==> config.mk <==
export PLATFORM = sky130hd
export DESIGN_NAME = room_scheduler_busiest
export DESIGN_NICKNAME = d
export VERILOG_FILES = /design/src/hw/rtl/rsb_pkg.sv /design/src/hw/rtl/rsb_ctrl.sv /design/src/hw/rtl/rsb_dp.sv /design/src/hw/rtl/room_scheduler_busiest.sv
export SDC_FILE = /design/constraint.sdc
export NUM_CORES = 2
export LEC_CHECK = 0
export ABC_AREA = 0
export ABC_CLOCK_PERIOD_IN_PS = 25100
export BUFFER_PORTS_ARGS = -buffer_cell sky130_fd_sc_hd__buf_4
export CORE_UTILIZATION = 56
export DETAILED_ROUTE_END_ITERATION = 16
export GPL_TIMING_DRIVEN = 0
export PLACE_DENSITY_LB_ADDON = 0.1
export REMOVE_ABC_BUFFERS = 1
export SLEW_MARGIN = 30
export SYNTH_ARGS = -nofsm -noshare
export SYNTH_HDL_FRONTEND = slang
export SYNTH_SLANG_ARGS = --single-unit
export TNS_END_PERCENT = 50
==> constraint.sdc <==
create_clock -name i_clk -period 25.1 [get_ports i_clk]
set_clock_uncertainty 0.2 [all_clocks]
set_input_delay 1.255 -clock i_clk [delete_from_list [all_inputs] [get_ports i_clk]]
set_output_delay 1.255 -clock i_clk [all_outputs]
set_load 0.05 [all_outputs]
==> src/hw/rtl/rsb_pkg.sv <==
// ----------------------------------------------------------------------------
// rsb_pkg
// Shared widths, constants and controller/datapath interface types for the
// room scheduler.
// ----------------------------------------------------------------------------
package rsb_pkg;

    localparam int START_W = 32;
    localparam int TIME_W  = 48;
    localparam int COUNT_W = 32;
    localparam int CFG_W   = 5;
    localparam int ROOM_W  = 4;

    localparam logic [CFG_W-1:0]   ROOMS_RESET = 5'd16;
    localparam logic [COUNT_W-1:0] COUNT_MAX   = '1;
    localparam logic [TIME_W-1:0]  TIME_MAX    = '1;

    // Commands from the controller to the datapath
    typedef struct packed {
        logic load;    // capture the request and clear the scan state
        logic issue;   // read the next room's free time
        logic pick;    // choose the room, form the times, read its count
        logic commit;  // write back the room and load the result register
    } t_cmd;

    // Status from the datapath to the controller
    typedef struct packed {
        logic scan_last;  // the read being issued is the last active room
        logic out_free;   // result register can take a new result this cycle
    } t_sts;

endpackage

==> src/hw/rtl/rsb_ctrl.sv <==
// ----------------------------------------------------------------------------
// rsb_ctrl
// Sequencer for one request: accept, scan all active rooms, drain, pick, commit.
// ----------------------------------------------------------------------------
module rsb_ctrl import rsb_pkg::*; (
    input  logic i_clk,
    input  logic i_rst_n,
    input  logic i_valid,
    input  t_sts i_sts,
    output logic o_ready,
    output t_cmd o_cmd
);

    localparam logic [2:0] S_IDLE  = 3'd0;
    localparam logic [2:0] S_SCAN  = 3'd1;
    localparam logic [2:0] S_DRAIN = 3'd2;
    localparam logic [2:0] S_PICK  = 3'd3;
    localparam logic [2:0] S_UPD   = 3'd4;

    logic [2:0] r_state;
    logic [2:0] n_state;

    // Next state and commands
    always_comb begin
        n_state      = r_state;
        o_cmd        = '0;
        o_ready      = 1'b0;
        unique case (r_state)
            S_IDLE: begin
                o_ready    = 1'b1;
                o_cmd.load = i_valid;
                if (i_valid) begin
                    n_state = S_SCAN;
                end
            end
            S_SCAN: begin
                o_cmd.issue = 1'b1;
                if (i_sts.scan_last) begin
                    n_state = S_DRAIN;
                end
            end
            S_DRAIN: begin
                n_state = S_PICK;
            end
            S_PICK: begin
                o_cmd.pick = 1'b1;
                n_state    = S_UPD;
            end
            S_UPD: begin
                // hold until the result register is free
                o_cmd.commit = i_sts.out_free;
                if (i_sts.out_free) begin
                    n_state = S_IDLE;
                end
            end
            default: begin
                n_state = S_IDLE;
            end
        endcase
    end

    // State register
    always_ff @(posedge i_clk) begin
        if (!i_rst_n) begin
            r_state <= S_IDLE;
        end else begin
            r_state <= n_state;
        end
    end

endmodule

==> src/hw/rtl/rsb_dp.sv <==
// ----------------------------------------------------------------------------
// rsb_dp
// Room tables, scan comparator, time/count update and result register.
// ----------------------------------------------------------------------------
module rsb_dp import rsb_pkg::*; #(
    parameter int MAX_ROOMS = 16
) (
    input  logic               i_clk,
    input  logic               i_rst_n,
    input  logic               i_cfg_we,
    input  logic [CFG_W-1:0]   i_cfg_wdata,
    input  logic [START_W-1:0] i_start_time,
    input  logic [START_W-1:0] i_end_time,
    input  t_cmd               i_cmd,
    input  logic               i_ready,
    output t_sts               o_sts,
    output logic               o_valid,
    output logic [ROOM_W-1:0]  o_room,
    output logic               o_delayed,
    output logic [TIME_W-1:0]  o_actual_start,
    output logic [TIME_W-1:0]  o_actual_end,
    output logic [ROOM_W-1:0]  o_busiest_room,
    output logic [COUNT_W-1:0] o_busiest_count
);

    localparam int IW = (MAX_ROOMS > 1) ? $clog2(MAX_ROOMS) : 1;

    // Room tables; an entry never written reads as zero
    logic [TIME_W-1:0]    r_ft_mem  [MAX_ROOMS];
    logic [COUNT_W-1:0]   r_cnt_mem [MAX_ROOMS];
    logic [MAX_ROOMS-1:0] r_ft_vld;
    logic [MAX_ROOMS-1:0] r_cnt_vld;

    logic [CFG_W-1:0]   r_rooms;
    logic [START_W-1:0] r_start;
    logic [START_W-1:0] r_dur;
    logic [IW-1:0]      r_addr;
    logic [IW-1:0]      r_rd_idx;
    logic               r_rd_vld;
    logic [TIME_W-1:0]  r_ft_q;
    logic               r_ft_qv;
    logic               r_found;
    logic [IW-1:0]      r_free_idx;
    logic               r_first;
    logic [TIME_W-1:0]  r_min;
    logic [IW-1:0]      r_min_idx;
    logic [IW-1:0]      r_pick;
    logic               r_late;
    logic [TIME_W-1:0]  r_begin;
    logic [TIME_W-1:0]  r_finish;
    logic [COUNT_W-1:0] r_cnt_q;
    logic               r_cnt_qv;
    logic [IW-1:0]      r_best_room;
    logic [COUNT_W-1:0] r_best_cnt;
    logic               r_out_vld;
    logic [IW-1:0]      r_out_room;
    logic               r_out_late;
    logic [TIME_W-1:0]  r_out_start;
    logic [TIME_W-1:0]  r_out_end;
    logic [IW-1:0]      r_out_best;
    logic [COUNT_W-1:0] r_out_bcnt;

    logic [8:0]         w_last9;
    logic [IW-1:0]      w_last;
    logic [TIME_W-1:0]  w_ft;
    logic [IW-1:0]      w_pick;
    logic [TIME_W-1:0]  w_begin;
    logic [TIME_W:0]    w_sum;
    logic [COUNT_W-1:0] w_cnt;
    logic [COUNT_W-1:0] w_cnt_new;
    logic               w_better;

    // Clamp the room count to 1..MAX_ROOMS and form the last index
    always_comb begin
        priority if (r_rooms == '0) begin
            w_last9 = '0;
        end else if (9'(r_rooms) > 9'(MAX_ROOMS)) begin
            w_last9 = 9'(MAX_ROOMS - 1);
        end else begin
            w_last9 = 9'(r_rooms) - 9'd1;
        end
    end
    assign w_last = w_last9[IW-1:0];

    // Scan data, pick and the saturating end time
    assign w_ft    = r_ft_qv ? r_ft_q : '0;
    assign w_pick  = r_found ? r_free_idx : r_min_idx;
    assign w_begin = r_found ? TIME_W'(r_start) : r_min;
    assign w_sum   = {1'b0, w_begin} + (TIME_W + 1)'(r_dur);

    // Saturating count and busiest-room test
    assign w_cnt     = r_cnt_qv ? r_cnt_q : '0;
    assign w_cnt_new = (w_cnt == COUNT_MAX) ? w_cnt : w_cnt + COUNT_W'(1);
    assign w_better  = (w_cnt_new > r_best_cnt) ||
                       ((w_cnt_new == r_best_cnt) && (r_pick < r_best_room));

    assign o_sts.scan_last = (r_addr == w_last);
    assign o_sts.out_free  = !r_out_vld || i_ready;

    // Memory ports: scan read, count read, commit write
    always_ff @(posedge i_clk) begin
        if (i_cmd.issue) begin
            r_ft_q <= r_ft_mem[r_addr];
        end
        if (i_cmd.pick) begin
            r_cnt_q <= r_cnt_mem[w_pick];
        end
        if (i_cmd.commit) begin
            r_ft_mem[r_pick]  <= r_finish;
            r_cnt_mem[r_pick] <= w_cnt_new;
        end
    end

    // Request capture, scan compare, pick and result capture (payload, no reset)
    always_ff @(posedge i_clk) begin
        if (i_cmd.load) begin
            r_start <= i_start_time;
            r_dur   <= (i_end_time > i_start_time) ? i_end_time - i_start_time : '0;
        end
        if (i_cmd.issue) begin
            r_ft_qv  <= r_ft_vld[r_addr];
            r_rd_idx <= r_addr;
        end
        if (r_rd_vld) begin
            if (!r_found && (w_ft <= TIME_W'(r_start))) begin
                r_free_idx <= r_rd_idx;
            end
            if (r_first || (w_ft < r_min)) begin
                r_min     <= w_ft;
                r_min_idx <= r_rd_idx;
            end
        end
        if (i_cmd.pick) begin
            r_pick   <= w_pick;
            r_late   <= !r_found;
            r_begin  <= w_begin;
            r_finish <= w_sum[TIME_W] ? TIME_MAX : w_sum[TIME_W-1:0];
            r_cnt_qv <= r_cnt_vld[w_pick];
        end
        if (i_cmd.commit) begin
            r_out_room  <= r_pick;
            r_out_late  <= r_late;
            r_out_start <= r_begin;
            r_out_end   <= r_finish;
            r_out_best  <= w_better ? r_pick : r_best_room;
            r_out_bcnt  <= w_better ? w_cnt_new : r_best_cnt;
        end
    end

    // Control state: config, scan progress, valid bits, best room, result valid
    always_ff @(posedge i_clk) begin
        if (!i_rst_n) begin
            r_rooms     <= ROOMS_RESET;
            r_addr      <= '0;
            r_rd_vld    <= 1'b0;
            r_found     <= 1'b0;
            r_first     <= 1'b1;
            r_ft_vld    <= '0;
            r_cnt_vld   <= '0;
            r_best_room <= '0;
            r_best_cnt  <= '0;
            r_out_vld   <= 1'b0;
        end else begin
            if (i_cfg_we) begin
                r_rooms <= i_cfg_wdata;
            end
            r_rd_vld <= i_cmd.issue;
            if (i_cmd.load) begin
                r_addr  <= '0;
                r_found <= 1'b0;
                r_first <= 1'b1;
            end else begin
                if (i_cmd.issue) begin
                    r_addr <= r_addr + IW'(1);
                end
                if (r_rd_vld) begin
                    r_first <= 1'b0;
                    if (w_ft <= TIME_W'(r_start)) begin
                        r_found <= 1'b1;
                    end
                end
            end
            if (i_cmd.commit) begin
                r_ft_vld[r_pick]  <= 1'b1;
                r_cnt_vld[r_pick] <= 1'b1;
                if (w_better) begin
                    r_best_room <= r_pick;
                    r_best_cnt  <= w_cnt_new;
                end
            end
            // hold the result until its transfer
            if (i_cmd.commit) begin
                r_out_vld <= 1'b1;
            end else if (i_ready) begin
                r_out_vld <= 1'b0;
            end
        end
    end

    assign o_valid         = r_out_vld;
    assign o_room          = ROOM_W'(r_out_room);
    assign o_delayed       = r_out_late;
    assign o_actual_start  = r_out_start;
    assign o_actual_end    = r_out_end;
    assign o_busiest_room  = ROOM_W'(r_out_best);
    assign o_busiest_count = r_out_bcnt;

endmodule

==> src/hw/rtl/room_scheduler_busiest.sv <==
// ----------------------------------------------------------------------------
// room_scheduler_busiest
// Meeting-room allocator: each request goes to the lowest free room, or is
// postponed to the room that frees earliest; reports the busiest room so far.
// ----------------------------------------------------------------------------
// Usage:
//   Input channel (i_valid/o_ready) carries start and end times; requests
//   should come in nondecreasing start order. Output channel
//   (o_valid/i_ready) returns one result per request: room, delayed flag,
//   actual start/end, busiest room and its use count.
//   i_cfg_we/i_cfg_wdata set the number of active rooms (0 acts as 1, values
//   above MAX_ROOMS act as MAX_ROOMS); write only while no request is open.
//   Steps per request, N the active room count: accept, then a scan of the
//   N rooms reading one room free time per cycle through the single table
//   read port, then drain, pick and commit. A new request is accepted only
//   after the previous one has committed its result.
//   Reset clears all room free times, use counts and the busiest room at
//   once, and sets the room count to 16.
//   The result register holds its contents while i_ready is low; the next
//   request is accepted and scanned meanwhile and waits at commit for a free
//   result register.
// ----------------------------------------------------------------------------
module room_scheduler_busiest import rsb_pkg::*; #(
    parameter int MAX_ROOMS = 16
) (
    input  logic               i_clk,
    input  logic               i_rst_n,
    input  logic               i_cfg_we,
    input  logic [CFG_W-1:0]   i_cfg_wdata,
    input  logic               i_valid,
    output logic               o_ready,
    input  logic [START_W-1:0] i_start_time,
    input  logic [START_W-1:0] i_end_time,
    output logic               o_valid,
    input  logic               i_ready,
    output logic [ROOM_W-1:0]  o_room,
    output logic               o_delayed,
    output logic [TIME_W-1:0]  o_actual_start,
    output logic [TIME_W-1:0]  o_actual_end,
    output logic [ROOM_W-1:0]  o_busiest_room,
    output logic [COUNT_W-1:0] o_busiest_count
);

    t_cmd w_cmd;
    t_sts w_sts;

    // Sequencer
    rsb_ctrl u_ctrl (
        .i_clk   (i_clk),
        .i_rst_n (i_rst_n),
        .i_valid (i_valid),
        .i_sts   (w_sts),
        .o_ready (o_ready),
        .o_cmd   (w_cmd)
    );

    // Tables and arithmetic
    rsb_dp #(
        .MAX_ROOMS (MAX_ROOMS)
    ) u_dp (
        .i_clk           (i_clk),
        .i_rst_n         (i_rst_n),
        .i_cfg_we        (i_cfg_we),
        .i_cfg_wdata     (i_cfg_wdata),
        .i_start_time    (i_start_time),
        .i_end_time      (i_end_time),
        .i_cmd           (w_cmd),
        .i_ready         (i_ready),
        .o_sts           (w_sts),
        .o_valid         (o_valid),
        .o_room          (o_room),
        .o_delayed       (o_delayed),
        .o_actual_start  (o_actual_start),
        .o_actual_end    (o_actual_end),
        .o_busiest_room  (o_busiest_room),
        .o_busiest_count (o_busiest_count)
    );

endmodule

==> flow_summary.ini <==
[finish]
fin_area_sq_mm = 0.0885
drive_above_1_share_pct = 19.7
area_delta_synth_final_pct = 18.4
fin_nets = 5546
final_cells = 7201
n_fill_cell = 8902

[route]
viasPerCell = 6.08
vias = 43800
wirelength_mm = 190
postRouteAntennaNets = 0
drc = 0
initialDrtViolationCount = 4453
first_pass_iters = 6
wl_per_cell_um = 26.4

[floorplanning]
coreArea_sq_mm = 0.132
die-width_um = 367
io_pins = 213
rows = 133
die_area_sq_mm = 0.135
die_h_um = 367
start_util_pct = 56.6

[synthesis]
ys_warn_count = 0
yosysUniqueCellTypes = 82
synth_ff_type = edfxtp_1
synth_area_leaders = edfxtp_1 (69%), mux4_2 (7.4%), nand2_1 (4.0%), ha_1 (3.0%), dfxtp_1 (2.3%)
synthesis.area_sq_mm = 0.0747
synth.most_common_cell = edfxtp_1
yosysTopAreaCell = edfxtp_1
synth-seq-area-share_pct = 71.5
synth_edf_count = 1724
synth_top_area_share_pct = 69.3
synth-async-reset-ratio_pct = 0
ys_ff_latch = 1808
synthCells = 4863
avgSynthCellArea_sq_um = 15.4
synth_common_cells = edfxtp_1 (1,724), nand2_1 (798), nand3_1 (304)

[min_path]
hp-class = reg -> reg

[sta]
max_slew_margin_pct = 32.2
hold_viol_final = 0
period_needed_ns = 7.28
fmax_mhz = 137
rsz0062_at_grt = false
fin_crit_sh_pct = 29.0
finalSetupViolCount = 0
drv_slew = 0
finalWorstSetupSlack_ns = 17.82
hold_ws_ns = 0.216
tightest_slew_ns = 1.02

[clock_tree]
cts_made_buffers = 182
clk_path_buf_depth = 3
cts_hold_buf = 0
postCtsSetupRepairBufs = 0
cts_resized = 0
root_buffer = clkbuf_16
cts_tree = yes
clk_latency_ns = 0.82
ctsHtreeMaxLevel = 4
cts.sinks = 1808
path_clk_slew_ns = 0.06

[grt]
grt_overflow = 0
antenna_found_initial = 3
grt_pass1_vias = 43200
grt_max_degree = 117
grt_usage_pct = 28.4
grt_pass1_wl_mm = 281

[critical_path]
timing.rr.end = u_dp.o_busiest_count[0]$_DFFE_PP_
worstSetupEndpointType = flop
crit_fanout = 23
cp-endpoint = u_dp.o_busiest_count[0]$_DFFE_PP_
ff2ff_path_depth = 14
cp.arrival_ns = 7.62
cp.required_ns = 25.44
ff2ff_setup_slack_ns = 17.82
worstSetupPathType = reg -> reg
critPathLaunchType = flop
reg2reg_from = u_dp.r_cnt_qv$_DFFE_PP_
cp-startpoint = u_dp.r_cnt_qv$_DFFE_PP_

[placed_design]
dpl.hpwl_mm = 129
place.gp.congestion = 0.896
place_inst = 6860
placed_cell_area_sq_mm = 0.0824
io_buffers = 212
place_ws_ns = 17.59

[power_and_ir_drop]
powerDensity_mw_per_mm2 = 73.5
max-vdd-ir-drop_uv = 74.5
power.leakage_nw = 31.1

[flow_run]
cap_violations = 0

[status]
status = finished, final reports clean
## sequential cells by signal, indices dropped and copies added (netlist names), 5 cells and up
register / count
u_dp.r_cnt_vld: 16
u_dp.o_busiest_count: 32
u_dp.o_actual_start: 48
u_dp.r_ft_vld: 16
u_dp.r_cnt_mem: 512
u_dp.r_best_cnt: 32
u_dp.r_dur: 32
u_dp.r_min: 48
u_dp.r_ft_q: 48
u_dp.r_begin: 48
u_dp.r_rooms: 5
u_dp.r_start: 32
u_dp.r_finish: 48
u_dp.o_actual_end: 48
u_dp.r_cnt_q: 32
u_dp.r_ft_mem: 768
## where the power goes
| part | switching, mW | total (mW) | leakage (nW) | internal, mW |
|---|---|---|---|---|
| Combinational | 0.277 | 0.462 | 11.8 | 0.185 |
| Clock | 1.13 | 2.73 | 2.94 | 1.59 |
| Sequential | 0.0134 | 3.31 | 16.3 | 3.30 |
| Total | 1.42 | 6.50 | 31.1 | 5.08 |
## cells in the final DEF (no fill, tap or decap), drive strengths merged, types with 60 or more instances in the layout
cell type / instances
and2: 60
ha: 181
a311oi: 67
inv: 187
dfxtp: 84
clkinv: 71
nand2: 799
clkbuf: 243
nor2: 126
a21oi: 115
mux4: 245
nand3: 304
buf: 470
edfxtp: 1724
o21ai: 130
## through the flow
stage / utilization (%) / TNS (ns) / total power [mW]
final: 67.1 / 0 / 6.50
after global routing: 67.0 / 0 / 6.69
after CTS: 67.0 / 0 / 6.54
after detailed placement: 62.5 / 0 / 3.83
after global placement: 58.8 / -1073.88 / 3.87
after floorplan: - / -7.38 / 3.70
## worst min path at each step
stage	slack, ns	endpoint	depth (start not counted)	startpoint
after CTS	0.22	u_dp.o_actual_start[10]$_DFFE_PP_	0	u_dp.r_begin[10]$_DFFE_PP_
after floorplan	0.20	u_dp.o_actual_start[0]$_DFFE_PP_	0	u_dp.r_begin[0]$_DFFE_PP_
after detailed placement	0.20	u_dp.o_actual_start[10]$_DFFE_PP_	0	u_dp.r_begin[10]$_DFFE_PP_
after global placement	0.20	u_dp.o_actual_start[1]$_DFFE_PP_	0	u_dp.r_begin[1]$_DFFE_PP_
final	0.22	u_dp.o_actual_start[3]$_DFFE_PP_	0	u_dp.r_begin[3]$_DFFE_PP_
after global routing	0.22	u_dp.o_actual_start[25]$_DFFE_PP_	0	u_dp.r_begin[25]$_DFFE_PP_
## layout make-up
| type | count | area, sq um | area share, % |
|---|---|---|---|
| clock inverters | 96 | 946 | 1.07 |
| inverters | 184 | 717 | 0.810 |
| repair buffers | 470 | 6010 | 6.80 |
| well taps | 1755 | 2200 | 2.48 |
| flip-flops and latches | 1808 | 53500 | 60.4 |
| diodes | 2 | 5.00 | 0.00566 |
| multi-input cells | 2643 | 20100 | 22.7 |
| clock buffers | 243 | 5080 | 5.74 |
## cells by family (layout without fill, tap and decap cells)
logic type,after synthesis,count (layout),synth area share [%]
mux,307,307,8.24
buf+inv,412,993,2.12
fa+ha+maj,185,185,3.11
simple gates,1523,1523,9.18
other cells,0,2,0
xor+xnor,84,84,0.984
compound gates,544,544,4.85
flops,1808,1808,71.5
## metal layers
layer | wire length [um] | vias up | global-route usage, %
li1 | - | 19400 | -
met1 | 77000 | 22300 | 39.4
met2 | 94300 | 1788 | 46.9
met3 | 13400 | 318 | 4.12
met4 | 5310 | 4 | 8.41
met5 | 23 | - | 0
## worst max-delay path: stages, from the launching register on
cell and delay [ns]:
edfxtp_1 0.97, nand4_1 0.28, nor4_2 0.74, nand4_1 0.49
nor4_1 0.66, nand2_1 0.26, mux2i_4 0.59, ha_1 0.25
nand4_1 0.13, or4_1 0.68, a311o_1 0.42, a31oi_4 0.50
buf_8 0.23, buf_8 0.20, mux2_2 0.37
Note: power is estimated with default switching activity, not from simulation.
